**src/design/mss_pkg.sv**
```systemverilog
`timescale 1ns / 1ps
// ----------------------------------------------------------------------------
// mss_pkg
// Shared types, constants, wheel decoder and microcode ROM for the motor
// script sequencer.
// ----------------------------------------------------------------------------
package mss_pkg;

  localparam int SCRIPT_DEPTH = 64;
  localparam int COUNT_WIDTH  = 16;
  localparam int ADDR_W       = $clog2(SCRIPT_DEPTH);
  localparam int IDX_W        = ADDR_W + 1;

  // request modes
  typedef enum logic [1:0] {
    MODE_LOAD   = 2'd0,
    MODE_APPEND = 2'd1,
    MODE_TICK   = 2'd2,
    MODE_NONE   = 2'd3
  } mode_t;

  // script characters
  localparam logic [7:0] CH_STOP   = 8'h7E;  // ~
  localparam logic [7:0] CH_FWD    = 8'h46;  // F
  localparam logic [7:0] CH_REV    = 8'h52;  // R
  localparam logic [7:0] CH_ARC_L  = 8'h2F;  // /
  localparam logic [7:0] CH_ARC_R  = 8'h5C;  // backslash
  localparam logic [7:0] CH_SPIN_R = 8'h3E;  // >
  localparam logic [7:0] CH_SPIN_L = 8'h3C;  // <
  localparam logic [7:0] CH_ZERO   = 8'h30;
  localparam logic [7:0] CH_NINE   = 8'h39;
  localparam logic [7:0] CH_SPACE  = 8'h20;
  localparam logic [7:0] CH_TAB    = 8'h09;
  localparam logic [7:0] CH_CR     = 8'h0D;
  localparam logic [7:0] CH_LF     = 8'h0A;
  localparam logic [7:0] CH_NUL    = 8'h00;

  // drive bit positions: left fwd, left rev, right fwd, right rev
  localparam logic [3:0] DRV_LF = 4'b0001;
  localparam logic [3:0] DRV_LR = 4'b0010;
  localparam logic [3:0] DRV_RF = 4'b0100;
  localparam logic [3:0] DRV_RR = 4'b1000;

  typedef enum logic {
    S_IDLE,
    S_RUN
  } seq_state_t;

  typedef logic [2:0] step_t;

  localparam step_t ST_FETCH_CMD = 3'd0;
  localparam step_t ST_SKIP_WS   = 3'd1;
  localparam step_t ST_TAKE_CMD  = 3'd2;
  localparam step_t ST_FETCH_ARG = 3'd3;
  localparam step_t ST_SKIP_SP   = 3'd4;
  localparam step_t ST_DIGIT     = 3'd5;
  localparam step_t ST_FETCH_DIG = 3'd6;

  typedef enum logic [2:0] {
    C_ALWAYS,
    C_WS,
    C_NUL,
    C_SPTAB,
    C_DIGIT
  } cond_t;

  typedef enum logic [2:0] {
    A_NONE,
    A_ADV,
    A_ACC,
    A_CMD,
    A_END,
    A_EXEC
  } act_t;

  typedef struct packed {
    logic  issue_rd;
    cond_t cond;
    act_t  act_t_sel;
    step_t jmp;
    act_t  act_f_sel;
    step_t nxt;
  } ucw_t;

  function automatic ucw_t mss_ucode(input step_t step);
    ucw_t w;
    w = '{issue_rd: 1'b0, cond: C_ALWAYS, act_t_sel: A_NONE, jmp: ST_FETCH_CMD,
          act_f_sel: A_NONE, nxt: ST_FETCH_CMD};
    unique case (step)
      ST_FETCH_CMD: w = '{1'b1, C_ALWAYS, A_NONE, ST_SKIP_WS,   A_NONE, ST_SKIP_WS};
      ST_SKIP_WS:   w = '{1'b0, C_WS,     A_ADV,  ST_FETCH_CMD, A_NONE, ST_TAKE_CMD};
      ST_TAKE_CMD:  w = '{1'b0, C_NUL,    A_END,  ST_FETCH_CMD, A_CMD,  ST_FETCH_ARG};
      ST_FETCH_ARG: w = '{1'b1, C_ALWAYS, A_NONE, ST_SKIP_SP,   A_NONE, ST_SKIP_SP};
      ST_SKIP_SP:   w = '{1'b0, C_SPTAB,  A_ADV,  ST_FETCH_ARG, A_NONE, ST_DIGIT};
      ST_DIGIT:     w = '{1'b0, C_DIGIT,  A_ACC,  ST_FETCH_DIG, A_EXEC, ST_FETCH_CMD};
      ST_FETCH_DIG: w = '{1'b1, C_ALWAYS, A_NONE, ST_DIGIT,     A_NONE, ST_DIGIT};
      default:      w = '{1'b0, C_ALWAYS, A_END,  ST_FETCH_CMD, A_END,  ST_FETCH_CMD};
    endcase
    return w;
  endfunction

  function automatic logic [3:0] mss_wheels(input logic [7:0] c);
    logic [3:0] d;
    unique case (c)
      CH_FWD:    d = DRV_LF | DRV_RF;
      CH_REV:    d = DRV_LR | DRV_RR;
      CH_ARC_L:  d = DRV_LF;
      CH_ARC_R:  d = DRV_RF;
      CH_SPIN_R: d = DRV_LF | DRV_RR;
      CH_SPIN_L: d = DRV_LR | DRV_RF;
      default:   d = 4'b0000;
    endcase
    return d;
  endfunction

endpackage

```
**src/design/mss_if.sv**
```systemverilog
`timescale 1ns / 1ps
// ----------------------------------------------------------------------------
// mss request and result channels
// Valid/ready channels carrying the sequencer requests and drive results.
// ----------------------------------------------------------------------------
interface mss_in_if;
  logic       valid;
  logic       ready;
  logic [1:0] mode;
  logic [7:0] script_byte;

  modport source (output valid, output mode, output script_byte, input ready);
  modport sink   (input valid, input mode, input script_byte, output ready);
endinterface

interface mss_out_if;
  logic valid;
  logic ready;
  logic left_forward;
  logic left_reverse;
  logic right_forward;
  logic right_reverse;
  logic script_done;

  modport source (output valid, output left_forward, output left_reverse,
                  output right_forward, output right_reverse, output script_done,
                  input ready);
  modport sink   (input valid, input left_forward, input left_reverse,
                  input right_forward, input right_reverse, input script_done,
                  output ready);
endinterface

```
**src/design/mss_ram.sv**
```systemverilog
`timescale 1ns / 1ps
// ----------------------------------------------------------------------------
// mss_ram
// Generic single-write, single-read RAM with registered read data.
// ----------------------------------------------------------------------------
module mss_ram #(
  parameter int WIDTH = 8,
  parameter int DEPTH = 64
) (
  input  logic                     clk,
  input  logic                     we,
  input  logic [$clog2(DEPTH)-1:0] waddr,
  input  logic [WIDTH-1:0]         wdata,
  input  logic [$clog2(DEPTH)-1:0] raddr,
  output logic [WIDTH-1:0]         rdata
);

  logic [WIDTH-1:0] mem [DEPTH];

  always_ff @(posedge clk) begin
    if (we) begin
      mem[waddr] <= wdata;
    end
    rdata <= mem[raddr];
  end

endmodule

```
**src/design/motor_script_sequencer.sv**
```systemverilog
`timescale 1ns / 1ps
// ----------------------------------------------------------------------------
// motor_script_sequencer
// Plays a text movement script on a two-wheel drive, one tick per request.
// ----------------------------------------------------------------------------
// Every request gives exactly one result. Load, append, idle ticks and ticks
// that still have count left are answered in the accept cycle: the result
// register is loaded at that edge and a new request is taken as soon as the
// result is taken. A tick that must read the next command runs a small
// microcode program over the script RAM; each byte it looks at costs one
// RAM read and then one test, and the single registered read port of the
// script RAM sets the pace of that scan. One request is in work at a time.
// The script store has no reset; bytes beyond the loaded length read as
// zero and end the script.
// ----------------------------------------------------------------------------
module motor_script_sequencer
  import mss_pkg::*;
(
  input  logic             clk,
  input  logic             rst_n,
  mss_in_if.sink           in_chan,
  mss_out_if.source        out_chan
);

  // control and datapath registers
  seq_state_t               state_r, state_nxt;
  step_t                    step_r, step_nxt;
  logic [IDX_W-1:0]         wr_idx_r, wr_idx_nxt;
  logic [IDX_W-1:0]         rd_idx_r, rd_idx_nxt;
  logic                     running_r, running_nxt;
  logic [7:0]               cmd_r, cmd_nxt;
  logic [COUNT_WIDTH-1:0]   ticks_r, ticks_nxt;
  logic [COUNT_WIDTH-1:0]   cnt_r, cnt_nxt;
  logic [3:0]               drive_r, drive_nxt;
  logic                     done_r, done_nxt;
  logic                     out_valid_r, out_valid_nxt;
  logic                     rng_r, rng_nxt;

  logic                     in_ready;
  logic                     in_acc;
  logic                     start_parse;
  logic                     finish;
  logic                     ram_we;
  logic [7:0]               ram_q;
  logic [7:0]               rd_byte;
  logic [3:0]               digit_raw;
  logic                     cond_hit;
  act_t                     act;
  ucw_t                     ucw;
  logic [COUNT_WIDTH-1:0]   cnt_eff;

  assign in_acc = in_chan.valid && in_ready;

  // script store, read every cycle at the current read position
  mss_ram #(
    .WIDTH (8),
    .DEPTH (SCRIPT_DEPTH)
  ) u_store (
    .clk   (clk),
    .we    (ram_we),
    .waddr (wr_idx_r[ADDR_W-1:0]),
    .wdata (in_chan.script_byte),
    .raddr (rd_idx_r[ADDR_W-1:0]),
    .rdata (ram_q)
  );

  // bytes past the loaded length or the store end read as zero
  assign rd_byte   = rng_r ? ram_q : CH_NUL;
  // an ascii digit carries its value in the low nibble
  assign digit_raw = rd_byte[3:0];

  // microcode decode
  assign ucw = mss_ucode(step_r);

  always_comb begin
    unique case (ucw.cond)
      C_ALWAYS: cond_hit = 1'b1;
      C_WS:     cond_hit = (rd_byte == CH_SPACE) || (rd_byte == CH_TAB) ||
                           (rd_byte == CH_CR) || (rd_byte == CH_LF);
      C_NUL:    cond_hit = (rd_byte == CH_NUL);
      C_SPTAB:  cond_hit = (rd_byte == CH_SPACE) || (rd_byte == CH_TAB);
      C_DIGIT:  cond_hit = (rd_byte >= CH_ZERO) && (rd_byte <= CH_NINE);
      default:  cond_hit = 1'b0;
    endcase
  end

  assign act     = cond_hit ? ucw.act_t_sel : ucw.act_f_sel;
  assign finish  = (state_r == S_RUN) && ((act == A_END) || (act == A_EXEC));
  // a missing or zero count runs once
  assign cnt_eff = (cnt_r == '0) ? COUNT_WIDTH'(1) : cnt_r;

  // a tick with no count left starts the parse program
  assign start_parse = in_acc && (mode_t'(in_chan.mode) == MODE_TICK) &&
                       running_r && (ticks_r == '0);

  // next state
  always_comb begin
    state_nxt = state_r;
    unique case (state_r)
      S_IDLE: if (start_parse) state_nxt = S_RUN;
      S_RUN:  if (finish) state_nxt = S_IDLE;
      default: state_nxt = S_IDLE;
    endcase
  end

  // state outputs: take a request only when idle and the result slot frees up
  always_comb begin
    unique case (state_r)
      S_IDLE:  in_ready = !out_valid_r || out_chan.ready;
      S_RUN:   in_ready = 1'b0;
      default: in_ready = 1'b0;
    endcase
  end

  // datapath
  always_comb begin
    step_nxt      = step_r;
    wr_idx_nxt    = wr_idx_r;
    rd_idx_nxt    = rd_idx_r;
    running_nxt   = running_r;
    cmd_nxt       = cmd_r;
    ticks_nxt     = ticks_r;
    cnt_nxt       = cnt_r;
    drive_nxt     = drive_r;
    done_nxt      = done_r;
    rng_nxt       = rng_r;
    out_valid_nxt = out_valid_r;
    ram_we        = 1'b0;

    if (out_valid_r && out_chan.ready) begin
      out_valid_nxt = 1'b0;
    end

    if (in_acc) begin
      case (mode_t'(in_chan.mode))
        MODE_LOAD: begin
          wr_idx_nxt    = '0;
          rd_idx_nxt    = '0;
          cmd_nxt       = CH_NUL;
          ticks_nxt     = '0;
          drive_nxt     = 4'b0000;
          running_nxt   = 1'b1;
          done_nxt      = 1'b0;
          out_valid_nxt = 1'b1;
        end
        MODE_APPEND: begin
          // bytes beyond a full store are dropped
          if (wr_idx_r < IDX_W'(SCRIPT_DEPTH)) begin
            ram_we     = 1'b1;
            wr_idx_nxt = wr_idx_r + IDX_W'(1);
          end
          done_nxt      = 1'b0;
          out_valid_nxt = 1'b1;
        end
        MODE_TICK: begin
          if (!running_r) begin
            done_nxt      = 1'b0;
            out_valid_nxt = 1'b1;
          end else if (ticks_r != '0) begin
            // current command keeps going
            drive_nxt     = mss_wheels(cmd_r);
            ticks_nxt     = ticks_r - COUNT_WIDTH'(1);
            done_nxt      = 1'b0;
            out_valid_nxt = 1'b1;
          end else begin
            cnt_nxt  = '0;
            step_nxt = ST_FETCH_CMD;
          end
        end
        default: begin
          done_nxt      = 1'b0;
          out_valid_nxt = 1'b1;
        end
      endcase
    end

    if (state_r == S_RUN) begin
      // range flag travels with the registered read data
      if (ucw.issue_rd) begin
        rng_nxt = (rd_idx_r < wr_idx_r) && (rd_idx_r < IDX_W'(SCRIPT_DEPTH));
      end
      step_nxt = cond_hit ? ucw.jmp : ucw.nxt;
      case (act)
        A_ADV: rd_idx_nxt = rd_idx_r + IDX_W'(1);
        A_ACC: begin
          // count * 10 + digit, wrapping at the count width
          cnt_nxt    = (cnt_r << 3) + (cnt_r << 1) +
                       COUNT_WIDTH'(digit_raw);
          rd_idx_nxt = rd_idx_r + IDX_W'(1);
        end
        A_CMD: begin
          cmd_nxt    = rd_byte;
          rd_idx_nxt = rd_idx_r + IDX_W'(1);
        end
        A_END: begin
          // end of script: stop and go inactive
          drive_nxt     = 4'b0000;
          running_nxt   = 1'b0;
          done_nxt      = 1'b1;
          out_valid_nxt = 1'b1;
        end
        A_EXEC: begin
          drive_nxt     = mss_wheels(cmd_r);
          ticks_nxt     = cnt_eff - COUNT_WIDTH'(1);
          done_nxt      = 1'b0;
          out_valid_nxt = 1'b1;
        end
        default: ;
      endcase
    end
  end

  always_ff @(posedge clk) begin
    if (!rst_n) begin
      state_r     <= S_IDLE;
      step_r      <= ST_FETCH_CMD;
      wr_idx_r    <= '0;
      rd_idx_r    <= '0;
      running_r   <= 1'b0;
      cmd_r       <= CH_NUL;
      ticks_r     <= '0;
      drive_r     <= 4'b0000;
      done_r      <= 1'b0;
      out_valid_r <= 1'b0;
      rng_r       <= 1'b0;
    end else begin
      state_r     <= state_nxt;
      step_r      <= step_nxt;
      wr_idx_r    <= wr_idx_nxt;
      rd_idx_r    <= rd_idx_nxt;
      running_r   <= running_nxt;
      cmd_r       <= cmd_nxt;
      ticks_r     <= ticks_nxt;
      drive_r     <= drive_nxt;
      done_r      <= done_nxt;
      out_valid_r <= out_valid_nxt;
      rng_r       <= rng_nxt;
    end
  end

  // count accumulator is scratch for the parse program
  always_ff @(posedge clk) begin
    cnt_r <= cnt_nxt;
  end

  // ports
  assign in_chan.ready          = in_ready;
  assign out_chan.valid         = out_valid_r;
  assign out_chan.left_forward  = drive_r[0];
  assign out_chan.left_reverse  = drive_r[1];
  assign out_chan.right_forward = drive_r[2];
  assign out_chan.right_reverse = drive_r[3];
  assign out_chan.script_done   = done_r;

endmodule

```
**src/flat_wrapper.sv**
```systemverilog
// flat-port wrapper written by rule: the top's interface ports become plain ports
module motor_script_sequencer_flat import mss_pkg::*;
  (clk, rst_n, in_chan_valid, in_chan_mode, in_chan_script_byte, in_chan_ready, out_chan_valid, out_chan_left_forward, out_chan_left_reverse, out_chan_right_forward, out_chan_right_reverse, out_chan_script_done, out_chan_ready);
  mss_in_if in_chan_i ();
  mss_out_if out_chan_i ();
  input  logic clk;
  input  logic rst_n;
  input wire logic [$bits(in_chan_i.valid)-1:0] in_chan_valid;
  input wire logic [$bits(in_chan_i.mode)-1:0] in_chan_mode;
  input wire logic [$bits(in_chan_i.script_byte)-1:0] in_chan_script_byte;
  output wire logic [$bits(in_chan_i.ready)-1:0] in_chan_ready;
  output wire logic [$bits(out_chan_i.valid)-1:0] out_chan_valid;
  output wire logic [$bits(out_chan_i.left_forward)-1:0] out_chan_left_forward;
  output wire logic [$bits(out_chan_i.left_reverse)-1:0] out_chan_left_reverse;
  output wire logic [$bits(out_chan_i.right_forward)-1:0] out_chan_right_forward;
  output wire logic [$bits(out_chan_i.right_reverse)-1:0] out_chan_right_reverse;
  output wire logic [$bits(out_chan_i.script_done)-1:0] out_chan_script_done;
  input wire logic [$bits(out_chan_i.ready)-1:0] out_chan_ready;
  assign in_chan_i.valid = in_chan_valid;
  assign in_chan_i.mode = in_chan_mode;
  assign in_chan_i.script_byte = in_chan_script_byte;
  assign in_chan_ready = in_chan_i.ready;
  assign out_chan_valid = out_chan_i.valid;
  assign out_chan_left_forward = out_chan_i.left_forward;
  assign out_chan_left_reverse = out_chan_i.left_reverse;
  assign out_chan_right_forward = out_chan_i.right_forward;
  assign out_chan_right_reverse = out_chan_i.right_reverse;
  assign out_chan_script_done = out_chan_i.script_done;
  assign out_chan_i.ready = out_chan_ready;
  motor_script_sequencer u_core (.clk(clk), .rst_n(rst_n), .in_chan(in_chan_i), .out_chan(out_chan_i));
endmodule
```
**config.mk**
```make
export PLATFORM = sky130hd
export DESIGN_NAME = motor_script_sequencer_flat
export DESIGN_NICKNAME = d
export VERILOG_FILES = /design/src/design/mss_pkg.sv /design/src/design/mss_if.sv /design/src/design/mss_ram.sv /design/src/design/motor_script_sequencer.sv /design/src/flat_wrapper.sv
export SDC_FILE = /design/constraint.sdc
export NUM_CORES = 1
export LEC_CHECK = 0
export BUFFER_PORTS_ARGS = -buffer_cell sky130_fd_sc_hd__buf_2
export CAP_MARGIN = 10
export CORE_MARGIN = 3
export CORE_UTILIZATION = 50
export CTS_CLUSTER_DIAMETER = 80
export DETAILED_ROUTE_END_ITERATION = 16
export GPL_TIMING_DRIVEN = 0
export PLACE_DENSITY = 0.64
export SLEW_MARGIN = 20
export SYNTH_ARGS = -nofsm -noshare
export SYNTH_HDL_FRONTEND = slang
export SYNTH_SLANG_ARGS = --single-unit
```
**constraint.sdc**
```tcl
create_clock -name clk -period 3.1 [get_ports clk]
set_input_delay 0.93 -clock clk [delete_from_list [all_inputs] [get_ports clk]]
set_output_delay 0.93 -clock clk [all_outputs]
set_load 0.03 [all_outputs]
```
* Word level (Yosys, flattened, before mapping)
Memory sizes are Yosys's and may differ from the RTL's. A register that Yosys moved wholly into a read port is not among the register bits. Index checks and enable logic that the tools add are counted.
Storage, ports and cells: input port bits 14, memories kept 1, word-level logic and storage cells 150, bits in registers 66, bits in writable memories 512, output and inout bits 7
Cells by class: $add $sub $neg 6, bitwise operators 1, $lt $le $gt $ge 5, muxes and demuxes 66, reductions and logical operators 30, equal/unequal tests 29
Memory list:
- u_core.u_store.mem | words 64, bits a word 8, read ports 1, clocked after Yosys merged registers in 1, wr ports 1, line mss_ram.sv:18 | logic [WIDTH-1:0] mem [DEPTH];
Operators by type and width (number):
- $mux W16 | 12
- $pmux W16 S7 | 1
- $mux W8 | 5
- $mux W7 | 5
- $eq A8 B6 Y1 const B | 4
- $logic_not A16 Y1 | 2
- $pmux W16 S2 | 1
- $sub A16 B1 Y16 const B | 2
- $eq A8 B4 Y1 const B | 3
- $eq A8 B7 Y1 const B | 3
- $pmux W4 S6 | 1
- $mux W1 | 23
- $mux W3 | 7
- $eq A3 B2 Y1 const B | 6
- $eq A3 B3 Y1 const B | 6
- $add A16 B16 Y16 | 1
- $add A16 B4 Y16 | 1
- $mux W4 | 4
- $pmux W4 S2 | 2
- $reduce_bool A16 Y1 | 1
- $add A7 B1 Y7 const B | 2
- $lt A7 B7 Y1 const B | 2
- $pmux W7 S2 | 1
- $eq A3 B1 Y1 const B | 3
- other kinds (21) | 39

* Longest topological paths before layout
Gate-level depths: netlist of run 1.
depth after elaboration 12, depth in mapped cells 12, depth with buffers taken out 11

* Cells and area by module
Synthesis of run 1 repeated with hierarchy kept, for this count alone.
Second synthesis, totals: cell total of the unflattened synthesis 1490, area total of the unflattened synthesis 24669.9 sq um
By module, submodules not included:
- mss_ram | cells each 940, instances 1, area each 20166.8 sq um, sequential area each 15534.9 sq um
- motor_script_sequencer | cells each 550, instances 1, area each 4503.1 sq um, sequential area each 1321.3 sq um

* Least setup slack after synthesis of run 1
OpenSTA, ideal clock, no wires.
path kind register to register, start register u_core.rng_r, end register u_core.cnt_r[14], setup time 70 ps, stages on the path, launching flop included 13, period minus slack after synthesis 3232 ps, required time 3030 ps, data arrival time 3163 ps, setup slack -132 ps, path buffers 1, cells stage by stage dfxtp_1 clkbuf_1 nand2_1 inv_1 ha_1 ha_1 fa_1 a21o_1 a2111oi_0 a221oi_1 nor4b_1 a311oi_1 o21ai_1
On the way: word-level cells in the longest chain between the ends 10, elaborated cells between the ends (all ways) 18, those cells by class add/sub (1); order compare (2); eq/ne (5); mux (5); reduce/logical (5)
Ends and longest elaborated chain:
- start: declaration | line motor_script_sequencer.sv:37 | logic rng_r, rng_nxt;
- start signal: assignment | line motor_script_sequencer.sv:237 | rng_r <= rng_nxt;
- $mux W8 * | line motor_script_sequencer.sv:68 | assign rd_byte = rng_r ? ram_q : CH_NUL;
- parallel branches: the longest is 7 deep, another holds $ge A8 B6 Y1
- $mux W16 * | line motor_script_sequencer.sv:183 | case (act)
- $mux W16 * | line motor_script_sequencer.sv:177 | if (state_r == S_RUN) begin
- via u_core.cnt_nxt[14] | line motor_script_sequencer.sv:33 | logic [COUNT_WIDTH-1:0] cnt_r, cnt_nxt;
- end signal: assignment | line motor_script_sequencer.sv:243 | cnt_r <= cnt_nxt;
- end: declaration | line motor_script_sequencer.sv:33
Mark *: on every way through the listed nets, which the timed path passes. A chain may end at the register's enable or synchronous reset.

* Final worst setup path of run 1
start register u_core.state_r, end memory u_core.u_store.mem[49][0], enable pin
On the way: word-level cells in the longest chain between the ends 6
Ends and longest elaborated chain:
- start: declaration | line motor_script_sequencer.sv:26 | seq_state_t state_r, state_nxt;
- start signal: assignment | line motor_script_sequencer.sv:227 | state_r <= state_nxt;
- $not A1 Y1 | line motor_script_sequencer.sv:108 | unique case (state_r)
- $pmux W1 S2 * | line motor_script_sequencer.sv:108
- $logic_and A1 B1 Y1 * | line motor_script_sequencer.sv:52 | assign in_acc = in_chan.valid && in_ready;
- $mux W1 * | line motor_script_sequencer.sv:134 | if (in_acc) begin
- $mux W1 * | line mss_ram.sv:21 | if (we) begin
- $mux W1 (implied by the code) * | line mss_ram.sv:22 | mem[waddr] <= wdata;
- end: declaration | line mss_ram.sv:18
Every way passes the cells marked *; elsewhere a longest branch is shown, timed or not.

==> key figures, run 1 <==
Status
  – Status: complete, but fails checks
  – Violated checks: negative setup slack

Route
  – Total Wirelength: 56200 um
  – Initial DRC count: 1095
  – DRC errors left: 0
  – Vias: around 13000
  – Post-DR vias/cell: 6.16
  – Initial DRT Pass Iterations: 7
  – Routed length per instance: 26.6 um
  – Final ANT Viol Nets: 0

Place
  – Port Buffers: 19
  – Dpl cell area: ~0.025 sq mm
  – DP HPWL: 36300 um
  – RD Place Congestion: around 0.84

Clock tree
  – Clock Latency Late Sink: 0.62 ns
  – Clock tree buffer depth: 3
  – CTS root buf: clkbuf_16
  – CTS H-tree depth: 2
  – CTS Sinks: 586
  – CTS tree: done
  – Clock transition at path regs: 0.06 ns
  – CTS Hold Buffers Added: 0
  – CTS buffer count: 58

Worst setup path
  – Crit-path cells: clkbuf_1 > nor3_1 > and4_1 > nand2_1 > nor2_1
  – Startpoint Class: flip-flop
  – CP arrival: 3.37 ns
  – Critical Path Fanout Max: 10
  – Crit Path Class: flip-flop to flip-flop
  – Critical path's top delay family: simple AND/OR/NAND/NOR gates
  – Largest incremental delay on the critical path: about 0.84 ns
  – Required time worst endpoint: approximately 3.3 ns
  – Crit. End Element: flip-flop
  – Bufs and invs on worst path: 1
  – Crit-path slowest cell: nor2_1

Timing
  – Fin crit share: 1.01
  – Normalized max-slew margin: 0.284
  – Achievable Freq: 0.320 GHz
  – Final worst setup slack: -0.0277 ns
  – Endpoints failing hold: 0
  – RSZ-0062 raised after global routing: true
  – Worst Skew: 0.0182 ns
  – Final setup viols: 34
  – TNS Setup: -0.368 ns
  – Fin crit period: roughly 3.1 ns
  – Pins Over Slew Limit: 0
  – Slew @ Worst Pin: 1.07 ns

Synthesis
  – Async SR Flop Fraction: 0
  – Sequential area share after synthesis: 0.690
  – Primary FF master, synth: edfxtp_1
  – Synthesized area per cell: approximately 18 sq um
  – Number of synthesized register bits: 586
  – Library cells used by synthesis: between 70 and 80
  – Mapped Cells: ~1400
  – EDFF count, synth: about 510
  – Ys Warns: 0
  – Post-synth net total: 1425
  – Cell area after synthesis: 0.0244 sq mm

Final layout
  – Post-route cell area: 0.0275 sq mm
  – Fill count: 3650
  – N_diodes: 0
  – Area grow syn2layout: 12.6%
  – Most frequent cells in the layout: edfxtp_1 (512), mux4_2 (168), dfxtp_1 (73), nor2_1 (60), clkbuf_16 (59)
  – Commonest non-fill, non-tap cell in the layout: edfxtp_1
  – Fin nets: 1506
  – Share of cells above drive strength 1: 0.249

Floorplan
  – Die height: 227 um
  – Die W: between 200 and 250 um
  – Core area: 0.0480 sq mm
  – Boundary Pins: 21
  – Die area: 0.0516 sq mm
  – Starting Density: 0.509
  – Row cnt: 80

Power and ir drop
  – Leakage power: around 8.7 nW
  – Design Power: around 17 mW
  – Power Dens Cells: 629 mW/mm^2
  – Max IR drop VDD: roughly 500 uV

Global routing
  – Antenna violations before repair: 1
  – Vias in the first global route: around 13000
  – GRT Resource Usage Total: 0.222
  – Global-route wire length before repair: 83300 um
  – Remaining Overflow, GRT: 0
  – Largest net degree at the start of global routing: 65

Run
  – Maxcap violations: 0

Worst hold path
  – Worst hold-check path type: flip-flop to flip-flop
## cell type report
| class | instances | area (sq um) | share of cell area |
|---|---|---|---|
| sequential | 586 | 16900 | 0.613 |
| multi-input combinational | 699 | 7410 | 0.269 |
| clock buffer | 73 | 1530 | 0.0556 |
| tap | 615 | 769 | 0.0280 |
| clock inverter | 34 | 362 | 0.0131 |
| buffer | 62 | 323 | 0.0117 |
| timing repair buffer | 22 | 175 | 0.00636 |
| inverter | 25 | 93.8 | 0.00341 |
## metrics by stage
| step | setup WS (ns) | hold WS (ns) | instances | utilization |
|---|---|---|---|---|
| after CTS | -0.0737 | 0.472 | 2116 | 0.571 |
| after detailed placement | -1.23 | 0.463 | 2009 | 0.528 |
| final | -0.0277 | 0.466 | 2116 | 0.573 |
| after global placement | -1.11 | 0.461 | 2007 | 0.527 |
| after global routing | -0.162 | 0.503 | 2116 | 0.573 |
| after floorplan | 0.000673 | 0.470 | 1373 | - |
## cells in the mapped netlist, types with 11 or more instances
cell,count,share of area
mux4_2,168,0.15
nand2_1,37,0.0057
xnor2_1,21,0.0075
a21oi_1,28,0.0057
dfxtp_1,74,0.061
o21ai_0,11,0.0023
o22ai_1,14,0.0036
o21a_1,13,0.0040
nand3_1,44,0.0090
nor2_1,111,0.017
inv_1,23,0.0035
edfxtp_1,512,0.63
clkbuf_1,41,0.0063
ha_1,37,0.019
nor3_1,17,0.0035
xor2_1,22,0.0079
o21ai_1,20,0.0041
## tightest hold or removal path, delay by kind of cell (launching register included)
family / cells / cell delay, ns
AO/OA/AOI/OAI: 1 / 0.07
buffers and inverters: 1 / 0.04
flip-flops: 1 / 0.31
## path summary, 6_finish.rpt
path	startpoint	endpoint	slack, ns	depth (start not counted)
max	u_core.state_r$_SDFF_PN0_	u_core.u_store.mem[49][0]$_DFFE_PP_	-0.03	5
min	u_core.drive_r[0]$_SDFF_PN0_	u_core.drive_r[0]$_SDFF_PN0_	0.47	2
max reg2reg	u_core.state_r$_SDFF_PN0_	u_core.u_store.mem[49][0]$_DFFE_PP_	-0.03	5
min reg2reg	u_core.drive_r[0]$_SDFF_PN0_	u_core.drive_r[0]$_SDFF_PN0_	0.47	2
## logic make-up (layout without fill, tap and decap cells)
group	after synthesis	count (layout)	synth area share
xor gates and xnor gates	43	43	0.0154
and+or+nand+nor	300	300	0.0617
buffers and inverters	88	216	0.0164
adders and majority gates	38	38	0.0198
AOI/OAI and AO/OA	143	143	0.0394
muxes	175	175	0.158
DFF	586	586	0.690
## report_power, final
part           internal (mW)  switching (mW)  total (mW)
Combinational          0.628           0.879        1.51
Sequential              8.64           0.122        8.76
Clock                   4.08            2.96        7.04
Total                   13.3            3.96        17.3
## flip-flops by register name (all words and copies together) (netlist names), 4 cells and up
| name | flops |
|---|---|
| u_core.rd_idx_r | 7 |
| u_core.cnt_r | 16 |
| u_core.u_store.mem | 512 |
| u_core.ticks_r | 16 |
| u_core.u_store.rdata | 8 |
| u_core.cmd_r | 8 |
| u_core.wr_idx_r | 7 |
| u_core.drive_r | 4 |
## layer usage
metal  up-vias  wire (um)  track usage
li1       5750          -            -
met2       439      27900        0.364
met4         2       1110       0.0599
met1      6778      23800        0.315
met3        76       3500       0.0365
met5         -         13            0
## timing repair
| action | 4_1_cts | 5_1_grt |
|---|---|---|
| setup buffers | 0 | 1 |
| resized for setup | 58 | 27 |
| endpoints found under the setup margin | 276 | 202 |
| endpoints found under the hold margin | 0 | 0 |
| pin swaps | 0 | 2 |
(Power assumes the default switching activity.)
==> run 2, diff against run 1 <==
- SETUP_SLACK_MARGIN: unset -> 0.4
==> key figures, run 2 (synthesis gave the netlist of run 1 again) <==
Final layout
  – N_diodes: 0 (unchanged)
  – Share of cells above drive strength 1: 0.293 (+0.0442)
  – Largest Register: u_core.u_store.mem
  – Finished Layout Cells: 2132 (+0.76%)
  – Flip-flop count of the largest register after layout: 512 (unchanged)
  – Most frequent cells in the layout: edfxtp_1 (512), mux4_2 (168), nor2_4 (64), dfxtp_1 (62), clkbuf_16 (59)
  – Commonest non-fill, non-tap cell in the layout: edfxtp_1
  – Top Registers: u_core.u_store.mem (512), u_core.cnt_r (16), u_core.ticks_r (16)
  – Fin nets: 1522 (+1.1%)
  – Area grow syn2layout: 15.7%

Timing
  – Normalized max-slew margin: 0.255 (-0.0289)
  – Worst Skew: 0.0181 ns (-0.0000846 ns)
  – Fin crit period: 2.70 ns (-0.430 ns)
  – Final setup viols: 0 (-100%)
  – RSZ-0062 raised after global routing: true
  – Fin crit share: 0.870 (-0.139)
  – Endpoints failing hold: 0 (unchanged)
  – Slew @ Worst Pin: 1.11 ns (+0.0402 ns)
  – Pins Over Slew Limit: 0 (unchanged)
  – Achievable Freq: 0.371 GHz (+16%)

Floorplan
  – Die W: 227 um (unchanged)
  – Core area: 0.0480 sq mm (unchanged)
  – Die height: 227 um (unchanged)
  – Row cnt: 80 (unchanged)
  – Boundary Pins: 21 (unchanged)
  – Die area: 0.0516 sq mm (unchanged)
  – Starting Density: 0.509 (unchanged)

Power and ir drop
  – Leakage power: 8.83 nW (+2.0%)
  – Sw frac: 0.233 (+0.00415)
  – Design Power: 17.2 mW (-0.72%)
  – Combinational fraction of design power: 0.096 (+0.009)
  – Psw: 4.00 mW (+1.1%)
  – Power Dens Cells: 608 mW/mm^2 (-3.4%)
  – Clk pwr share: 0.393 (-0.014)
  – Flop pwr share: 0.511 (+0.005)
  – Internal power: 13.2 mW (-1.3%)
  – Max IR drop VDD: 454 uV (-11%)

Run
  – Maxcap violations: 0 (unchanged)

Clock tree
  – Clock transition at path regs: 0.06 ns (about the same)
  – CTS Sinks: 586 (unchanged)
  – CTS H-tree depth: 2 (unchanged)
  – CTS buffer count: 57 (-1.7%)
  – Clock Latency Late Sink: 0.62 ns (about the same)
  – CTS root buf: clkbuf_16
  – Clock tree buffer depth: 3 (unchanged)
  – CTS tree: done

Route
  – Final ANT Viol Nets: 0 (unchanged)
  – Initial DRT Pass Iterations: 5 (-2)
  – Total Wirelength: 57100 um (+1.5%)
  – DRC errors left: 0 (unchanged)
  – Post-DR vias/cell: 6.23 (+1.1%)
  – Vias: 13282 (+1.8%)
  – Initial DRC count: 1307 (+19%)
  – Routed length per instance: 26.8 um (+0.75%)

Worst setup path
  – Crit. End Element: flip-flop
  – Crit Path Class: flip-flop to flip-flop
  – Required time worst endpoint: 3.59 ns (+0.25 ns)
  – CP arrival: 3.19 ns (-0.18 ns)
  – Critical Path Fanout Max: 10 (unchanged)
  – Startpoint Class: flip-flop

Global routing
  – Global route hottest layer: met2
  – Remaining Overflow, GRT: 0 (unchanged)
  – GRT Resource Usage Total: 0.225 (+0.00300)
  – Antenna violations before repair: 0 (-1)
  – Met3 Use GR: 0.0455 (+0.00903)
  – Vias in the first global route: 13138 (+1.4%)
  – Largest net degree at the start of global routing: 65 (unchanged)
  – Global-route wire length before repair: 84500 um (+1.5%)
  – GR Util met2: 0.358 (-0.00616)
  – Met1 usage: 0.322 (+0.00712)

Place
  – Port Buffers: 19 (unchanged)
  – DP HPWL: 36200 um (-0.19%)
  – RD Place Congestion: 0.830 (-1.3%)
  – Cell Count Post-Placement: 2007 (-0.10%)

Status
  – Status: finished clean

Worst hold path
  – Worst hold-check path type: flip-flop to flip-flop
-- run 2: worst max-delay path: stages, from the launching register on --
cell and delay, ns:
dfxtp_1 0.39, buf_8 0.18, buf_12 0.17, buf_12 0.17, mux4_2 0.57, mux4_2 0.56
mux4_2 0.50
-- run 2: timing repair --
item                                    in CTS  in global routing
gates resized for setup                    168                 76
hold buffers                                 0                  0
cloned                                       0                  2
buffers inserted                            12                  5
endpoints found under the setup margin     520                537
pin swaps                                   11                  8
-- run 2: power groups by stage --
stage,logic (mW),clock network (mW),registers (mW)
2_1_floorplan,1.03,0,8.89
3_3_place_gp,1.37,0,8.93
3_5_place_dp,1.40,0,8.93
4_1_cts,1.59,6.86,8.76
5_1_grt,1.85,7.18,8.79
6_report,1.65,6.75,8.78
-- run 2: path summary, 6_finish.rpt --
check                                                    from                               to  slack [ns]  depth (start not counted)
worst min register to register   u_core.drive_r[3]$_SDFF_PN0_     u_core.drive_r[3]$_SDFF_PN0_        0.48                          2
worst min-delay path             u_core.drive_r[3]$_SDFF_PN0_     u_core.drive_r[3]$_SDFF_PN0_        0.48                          2
worst max register to register  u_core.rd_idx_r[0]$_SDFF_PN0_  u_core.u_store.rdata[5]$_DFF_P_        0.40                          6
worst max-delay path            u_core.rd_idx_r[0]$_SDFF_PN0_  u_core.u_store.rdata[5]$_DFF_P_        0.40                          6
-- run 2: metrics by stage --
stage	util	area (sq um)	setup TNS, ns	setup slack, ns	hold slack (ns)
6_report	0.589	28300	0	0.403	0.477
5_1_grt	0.589	28300	0	0.329	0.504
3_5_place_dp	0.528	25400	-283.76	-0.774	0.473
2_1_floorplan	-	24500	0	0.321	0.470
3_3_place_gp	0.528	25400	-278.51	-0.709	0.464
4_1_cts	0.580	27900	0	0.186	0.482
-- run 2: per-layer routing --
| metal | wire (um) | vias up | share of wire |
|---|---|---|---|
| met2 | 27700 | 493 | 0.49 |
| met4 | 1570 | 0 | 0.027 |
| li1 | - | 5789 | - |
| met5 | 0 | - | 0 |
| met3 | 3990 | 100 | 0.070 |
| met1 | 23800 | 6900 | 0.42 |
-- run 2: layout make-up --
cell class / count / area (sq um)
Buffer: 63 / 507
Clock inverter: 37 / 332
Timing Repair Buffer: 38 / 300
Multi-Input combinational cell: 699 / 7930
Inverter: 25 / 93.8
Tap cell: 615 / 769
Fill cell: 3534 / 19800
Clock buffer: 69 / 1470
Sequential cell: 586 / 16900
==> run 3, diff against run 2 <==
- ABC_AREA: unset -> 1
- CORE_ASPECT_RATIO: unset -> 0.8
==> key figures, run 3 <==
Status
  – Status: finished clean

Place
  – Cell Count Post-Placement: 2958 (+47%)
  – Port Buffers: 20 (+1)
  – DP HPWL: 54000 um (+49%)
  – Pre-CTS setup slack: -0.775 ns (-0.000651 ns)
  – RD Place Congestion: 1.00 (+21%)

Power and ir drop
  – Max IR drop VDD: 526 uV (+16%)
  – Power Dens Cells: 596 mW/mm^2 (-2.0%)
  – Leakage power: 9.99 nW (+13%)

Synthesis
  – Ys Warns: 0 (unchanged)
  – Post-synth net total: 2315 (+62%)
  – Async SR Flop Fraction: 0 (unchanged)
  – Yosys top cell by area: edfxtp_1
  – Cell area after synthesis: 0.0254 sq mm (+3.9%)
  – Number of synthesized register bits: 586 (unchanged)
  – Sequential area share after synthesis: 0.663 (-0.0261)
  – Share of the synthesized area in the top cell type: 0.605 (-0.0238)
  – Top cells by instance count after synthesis: edfxtp_1 (512), nor2_1 (464), nand2_1 (240)
  – Synthesized area per cell: 11.2 sq um (-37%)
  – Synth top area cells: edfxtp_1 (61%), nor2_1 (6.9%), dfxtp_1 (5.8%)
  – Count leader, synth: edfxtp_1
  – Mapped Cells: 2263 (+65%)
  – Library cells used by synthesis: 47 (-36%)
  – EDFF count, synth: 512 (unchanged)
  – Primary FF master, synth: edfxtp_1

Route
  – Post-DR vias/cell: 6.12 (-1.7%)
  – Initial DRC count: 2443 (+87%)
  – Total Wirelength: 81200 um (+42%)
  – Final ANT Viol Nets: 0 (unchanged)
  – Initial DRT Pass Iterations: 8 (+3)
  – Vias: 18827 (+42%)
  – Routed length per instance: 26.4 um (-1.3%)
  – DRC errors left: 0 (unchanged)

Floorplan
  – Starting Density: 0.509 (about the same)
  – Row cnt: 73 (-8.8%)
  – Die height: 208 um (-8.6%)
  – Boundary Pins: 21 (unchanged)
  – Core area: 0.0500 sq mm (+4.0%)
  – Die W: 258 um (+14%)
  – Die area: 0.0536 sq mm (+3.9%)

Global routing
  – Largest net degree at the start of global routing: 65 (unchanged)
  – Remaining Overflow, GRT: 0 (unchanged)
  – Vias in the first global route: 17794 (+35%)
  – Antenna violations before repair: 1 (+1)
  – Global-route wire length before repair: 118000 um (+40%)
  – GRT Resource Usage Total: 0.300 (+0.0751)

Final layout
  – Share of cells above drive strength 1: 0.125 (-0.168)
  – Top Registers: u_core.u_store.mem (512), u_core.cnt_r (16), u_core.ticks_r (16)
  – Most frequent cells in the layout: edfxtp_1 (512), nor2_1 (396), nand2_1 (234), o21ai_0 (188), nand3_1 (151)
  – Finished Layout Cells: 3075 (+44%)
  – Flip-flop count of the largest register after layout: 512 (unchanged)
  – N_diodes: 0 (unchanged)
  – Area grow syn2layout: 14.3%
  – Fin nets: 2405 (+58%)
  – Commonest non-fill, non-tap cell in the layout: edfxtp_1
  – Largest Register: u_core.u_store.mem

Timing
  – Pins Over Slew Limit: 0 (unchanged)
  – Normalized max-slew margin: 0.257 (+0.00155)
  – RSZ-0062 raised after global routing: true
  – Worst Skew: 0.0377 ns (+0.0196 ns)
  – Fin crit period: 2.72 ns (+0.0247 ns)
  – Final setup viols: 0 (unchanged)
  – Fin crit share: 0.878 (+0.00796)
  – Final worst setup slack: 0.378 ns (-0.0247 ns)
  – Endpoints failing hold: 0 (unchanged)
  – Slew @ Worst Pin: 1.11 ns (-0.00231 ns)
  – Achievable Freq: 0.367 GHz (-0.91%)

Clock tree
  – CTS Sinks: 586 (unchanged)
  – CTS H-tree depth: 2 (unchanged)
  – CTS tree: done
  – Clock transition at path regs: 0.06 ns (about the same)
  – CTS Hold Buffers Added: 0 (unchanged)
  – Clock Latency Late Sink: 0.65 ns (+0.03 ns)
  – CTS buffer count: 59 (+3.5%)
  – Clock tree buffer depth: 3 (unchanged)
  – CTS root buf: clkbuf_16

Worst setup path
  – Critical path's most frequent cell: nand3_1
  – Crit-path cells: buf_2 > clkbuf_1 > o221ai_1 > o211ai_1 > nand3_1 > nand2_1 > nand3_1
  – Crit. End Element: flip-flop
  – Crit-path slowest cell: clkbuf_1
  – Critical Path Fanout Max: 10 (unchanged)
  – Startpoint Class: flip-flop
  – CP arrival: 3.18 ns (about the same)
  – Required time worst endpoint: 3.56 ns (-0.03 ns)
  – Crit Path Class: flip-flop to flip-flop
  – Largest incremental delay on the critical path: 0.68 ns (+0.11 ns)

Run
  – Maxcap violations: 0 (unchanged)

Worst hold path
  – Worst hold-check path type: flip-flop to flip-flop
==> run 3: timing repair <==
item                                    in CTS  in global routing
setup buffers                                1                  8
gates resized for setup                     85                 67
endpoints found under the setup margin     267                274
pin swaps                                    2                 12
==> run 3: area by class of cell <==
class                      instances  area [sq um]
fill                            4105         20900
sequential                       586         16900
multi-input combinational       1448          8270
clock buffer                      82          1600
tap                              675           845
buffer                           116           561
inverter                         113           424
timing repair buffer              29           263
clock inverter                    26           220
==> run 3: critical path: cells and delay by family, from the launching register on <==
| kind | cells | cell delay, ns |
|---|---|---|
| and+or+nand+nor | 3 | 0.42 |
| AOI/OAI and AO/OA | 2 | 0.60 |
| buffers and inverters | 2 | 0.99 |
| DFF | 1 | 0.53 |
==> run 3: metal layers <==
layer | up-vias | GRT usage | routed length, um
met1 | 9176 | 0.448 | 33800
met5 | - | 0 | 0
met4 | 0 | 0.103 | 2970
li1 | 8343 | - | -
met2 | 1138 | 0.428 | 34200
met3 | 170 | 0.0788 | 10200
==> run 3: cell families after synthesis <==
group | share of synthesized area
AOI/OAI and AO/OA | 0.106
muxes | 0.0142
and+or+nand+nor | 0.150
buffers and inverters | 0.0359
xor gates and xnor gates | 0.0117
adders and majority gates | 0.0190
DFF | 0.663
==> run 3: path summary, 6_finish.rpt <==
path	depth (start not counted)	slack [ns]	from	endpoint
max	7	0.38	u_core.rd_idx_r[1]$_SDFF_PN0_	u_core.u_store.rdata[3]$_DFF_P_
min	2	0.51	u_core.cmd_r[6]$_SDFF_PN0_	u_core.cmd_r[6]$_SDFF_PN0_
max reg2reg	7	0.38	u_core.rd_idx_r[1]$_SDFF_PN0_	u_core.u_store.rdata[3]$_DFF_P_
min reg2reg	2	0.51	u_core.cmd_r[6]$_SDFF_PN0_	u_core.cmd_r[6]$_SDFF_PN0_
==> run 3: per-stage QoR <==
step                area, sq um  TNS [ns]  hold slack, ns  utilization  power [mW]
floorplan                 25700         0           0.457            -        9.98
global placement          26700   -142.22           0.494        0.534        10.4
detailed placement        26700   -164.99           0.502        0.534        10.5
CTS                       28800         0           0.510        0.576        17.2
global route              29000         0           0.547        0.581        17.8
finish                    29000         0           0.514        0.581        17.3
==> run 3: power breakdown <==
group	internal, mW	switching (mW)
registers	8.65	0.136
logic	0.617	1.04
clock network	3.78	3.08
